**config.mk**
```make
export PLATFORM = sky130hd
export DESIGN_NAME = fdrc_alu
export DESIGN_NICKNAME = d
export VERILOG_FILES = /design/src/rtl/core/assert_macros.svh /design/src/rtl/core/fdrc_pkg.sv /design/src/rtl/core/fdrc_alu.sv
export SDC_FILE = /design/constraint.sdc
export NUM_CORES = 1
export LEC_CHECK = 0
export BUFFER_PORTS_ARGS = -buffer_cell sky130_fd_sc_hd__buf_4
export CORE_UTILIZATION = 34
export DETAILED_ROUTE_END_ITERATION = 8
export PLACE_DENSITY = 0.55
export SLEW_MARGIN = 20
export SYNTH_ARGS = -nofsm -noshare
export SYNTH_HDL_FRONTEND = slang
export SYNTH_SLANG_ARGS = --single-unit
```
**constraint.sdc**
```tcl
create_clock -name vclk -period 4.53
set_clock_uncertainty 0.2 [all_clocks]
set_input_delay 0.906 -clock vclk [all_inputs]
set_output_delay 0.906 -clock vclk [all_outputs]
set_load 0.01 [all_outputs]
```
**src/rtl/core/assert_macros.svh**
```systemverilog
// Assertion macros for the core RTL files.
`ifndef ASSERT_MACROS_SVH
`define ASSERT_MACROS_SVH

// Checked on every clock edge outside reset.
`define FDRC_ASSERT(lbl, prop, msg) \
    lbl: assert property (@(posedge i_clk) disable iff (!i_rst_n) prop) else $error(msg);

// Checked on every clock edge, reset included.
`define FDRC_ASSERT_ALWAYS(lbl, prop, msg) \
    lbl: assert property (@(posedge i_clk) prop) else $error(msg);

`endif

```
**src/rtl/core/fdrc_pkg.sv**
```systemverilog
// Shared field widths, codes and types of the distinct range counter.
package fdrc_pkg;

    // Payload field widths
    localparam int REQ_TYPE_W = 1;
    localparam int VALUE_W    = 10;
    localparam int POS_W      = 11;
    localparam int COUNT_W    = 11;
    localparam int STATUS_W   = 2;

    // Request kinds
    typedef enum logic [REQ_TYPE_W-1:0] {
        REQ_PUSH  = 1'b0,
        REQ_QUERY = 1'b1
    } t_req_type;

    // Result status codes
    typedef enum logic [STATUS_W-1:0] {
        ST_OK   = 2'd0,
        ST_FULL = 2'd1,
        ST_BAD  = 2'd2
    } t_status;

    // Shared adder operations
    typedef enum logic {
        ALU_ADD = 1'b0,
        ALU_SUB = 1'b1
    } t_alu_op;

endpackage

```
**src/rtl/core/fdrc_alu.sv**
```systemverilog
// Shared add/subtract unit used by the sequencer.
module fdrc_alu #(
    parameter int WIDTH = 20
) (
    input  fdrc_pkg::t_alu_op i_op,
    input  logic [WIDTH-1:0]  i_a,
    input  logic [WIDTH-1:0]  i_b,
    output logic [WIDTH-1:0]  o_y,
    output logic              o_borrow
);
    import fdrc_pkg::*;

    logic [WIDTH:0] w_sum;

    // One adder; subtraction through the inverted operand and carry in
    always_comb begin
        unique case (i_op)
            ALU_ADD: w_sum = {1'b0, i_a} + {1'b0, i_b};
            ALU_SUB: w_sum = {1'b0, i_a} + {1'b0, ~i_b} + {{WIDTH{1'b0}}, 1'b1};
            default: w_sum = '0;
        endcase
    end

    assign o_y      = w_sum[WIDTH-1:0];
    assign o_borrow = (i_op == ALU_SUB) ? !w_sum[WIDTH] : 1'b0;

endmodule

```
==> flow_metrics.tcl <==
set metrics [dict create \
    status "finished, final reports clean" \
    leakagePower_nw 1.28 \
    synth_area_leaders "ha_1, a21oi_1, xnor2_1" \
    avgSynthCellArea_um2 6.76 \
    cts_hold_buffers 0 \
    power_density_mw_per_mm2 154 \
    grt_max_degree 29 \
    ioPinCount 62 \
    rows 27 \
    drive_gt1_share_pct 23.7 \
    dieArea_mm2 0.00633 \
    wl_per_cell_um 14.3 \
    grt_pass1_vias 2185 \
    syn_inst 303 \
    synth_seq_area_share_pct 0 \
    setup_viol 0 \
    min_path_type "in -> out" \
    cp_max_fo 3 \
    place_ws_ns 0.0629 \
    synth_area_mm2 0.00205 \
    maxSlewViolCount 0 \
    grt_antenna_before_repair 0 \
    first_iter_violations 129 \
    start_util_pct 36.3 \
    fin_crit_ns 4.45 \
    fin_ws_ns 0.0794 \
    place_congestion 0.913 \
    place.detailed.hpwl_um 5110 \
    area_growth_pct 29.3 \
    synth_top_area_share_pct 23.8 \
    worstPathArrival_ns 3.34 \
    grt_pass1_wl_um 9880 \
    hold_viol 0 \
    antenna_cells 0 \
    drt-pass1-iter-count 4 \
    yosysTopAreaCell "ha_1" \
    max-slew-margin-rel_pct 63.2 \
    syn_nets 385 \
    worst_pin_slew_ns 0.549 \
    ant_nets 0 \
    max_cap_viol_count 0 \
    synth.distinct_cells 53 \
    startpoint_type "input pin" \
    max_freq_mhz 225 \
    core_mm2 0.00564 \
    path_class "in -> out" \
    yosys_warnings 0 \
    end_kind "output port" \
    nClkBuffers 0 \
    die-width_um 79.6 \
    drc_errors 0 \
    grt_usage_pct 18.7 \
    holdWs_ns 1.96 \
    design.seq.count 0 \
    final-seq-area_um2 0 \
    drt-vias-per-instance 5.53 \
    die_height_um 79.6 \
    min_period_over_period_pct 98.2 \
    cts_setup_buffers 0 \
    cp_data_required_time_ns 3.42 \
    nets 447 \
    drt-total-wl_um 6200 \
    dr_total_vias 2405 \
    gr-total-overflow 0 \
    irDropWorstVdd_uv 78.9 \
    fillCellCount 601 \
    io_buffers 62 \
]
## logic make-up after synthesis
logic type,synth area share (%)
buffers and inverters,10.9
muxes,1.96
adders and majority gates,25.8
xor gates and xnor gates,7.70
AOI/OAI and AO/OA,35.8
and+or+nand+nor,17.9
## per-stage QoR
| step | setup TNS [ns] | power (mW) | std cells | cell area, µm² | utilization, % |
|---|---|---|---|---|---|
| after detailed placement | 0 | 0.402 | 435 | 2640 | 46.7 |
| after global routing | -0.00286 | 0.445 | 435 | 2650 | 46.9 |
| final | 0 | 0.408 | 435 | 2650 | 46.9 |
| after CTS | 0 | 0.405 | 435 | 2640 | 46.7 |
| after global placement | 0 | 0.403 | 435 | 2640 | 46.7 |
| after floorplan | 0 | 0.242 | 303 | 2050 | - |
## cell type report
class,instances,area [µm²],area share [%]
multi-input combinational,246,1840,69.4
timing repair buffer,75,563,21.3
inverter,42,158,5.96
tap,72,90.1,3.40
## path summary, 6_finish.rpt
check                 startpoint  endpoint  slack [ns]  cells after the start
worst max-delay path      i_a[0]  o_borrow        0.08                     12
worst min-delay path      i_b[0]    o_y[0]        1.96                      4
## placed cells by master, fill, tap and decap left out, types with 2 or more instances in the layout
master    count
o21ai_1       3
nand2_1      14
nor2b_1       6
or3_1         2
nand4_1       5
xnor2_1      18
a21oi_1      36
mux2i_1       4
fa_1          2
a32oi_1       2
inv_1        39
o22ai_1       2
or4_1         4
nand2b_1      4
a21o_1        3
o21a_1        2
buf_4        75
nor4_1        2
o21ai_0      15
inv_2         3
nor3_1        8
a311oi_1      4
and2_1        2
o41a_1        2
ha_1         39
nand3_1       5
a211oi_1      3
a31oi_1       3
o21ba_2       2
o21bai_1      5
nor2_1       20
o31ai_1       8
## timing repair
action                                  in CTS  in global routing
hold endpoints to repair                     0                  0
resized for setup                            0                  2
endpoints found under the setup margin       0                  1
## routing by layer
metal / routed length, µm / GRT usage, % / vias up
li1: - / - / 1214
met1: 3010 / 26.4 / 1109
met2: 2820 / 31.3 / 78
met3: 307 / 1.37 / 4
met4: 59 / 2.18 / 0
met5: 0 / 0 / -
## worst max-delay path, stage by stage
cell	delay, ns
buf_4	0.11
inv_1	0.05
ha_1	0.18
fa_1	0.21
nand2b_1	0.15
a21oi_1	0.12
a211oi_4	0.25
o31ai_1	0.14
o41a_1	0.44
or3_1	0.37
a311oi_1	0.27
buf_4	0.17
## report_power, final
part | internal, mW | switching, mW | leakage (nW)
registers | 0 | 0 | 0
clock network | 0 | 0 | 0
logic | 0.193 | 0.215 | 1.28
## Yosys cell counts (2+ instances only)
cell type   n
and2_1      2
o21bai_1    5
o41a_1      2
nor4_1      2
o22ai_1     2
or4_1       4
xnor2_1    18
o21ai_0    15
or3_1       2
nand2_1    14
clkbuf_1   13
inv_2       3
nor2b_1     6
a21oi_1    37
a211oi_2    2
nor2_1     20
nand3_1     5
o21ai_1     3
nand2b_1    4
a311oi_1    4
o21ba_2     2
inv_1      39
o31ai_1     8
ha_1       39
o21a_1      2
nand4_1     5
a211oi_1    3
fa_1        2
mux2i_1     4
a32oi_1     2
nor3_1      8
a31oi_1     3
a21o_1      3
(Power assumes the default switching activity.)
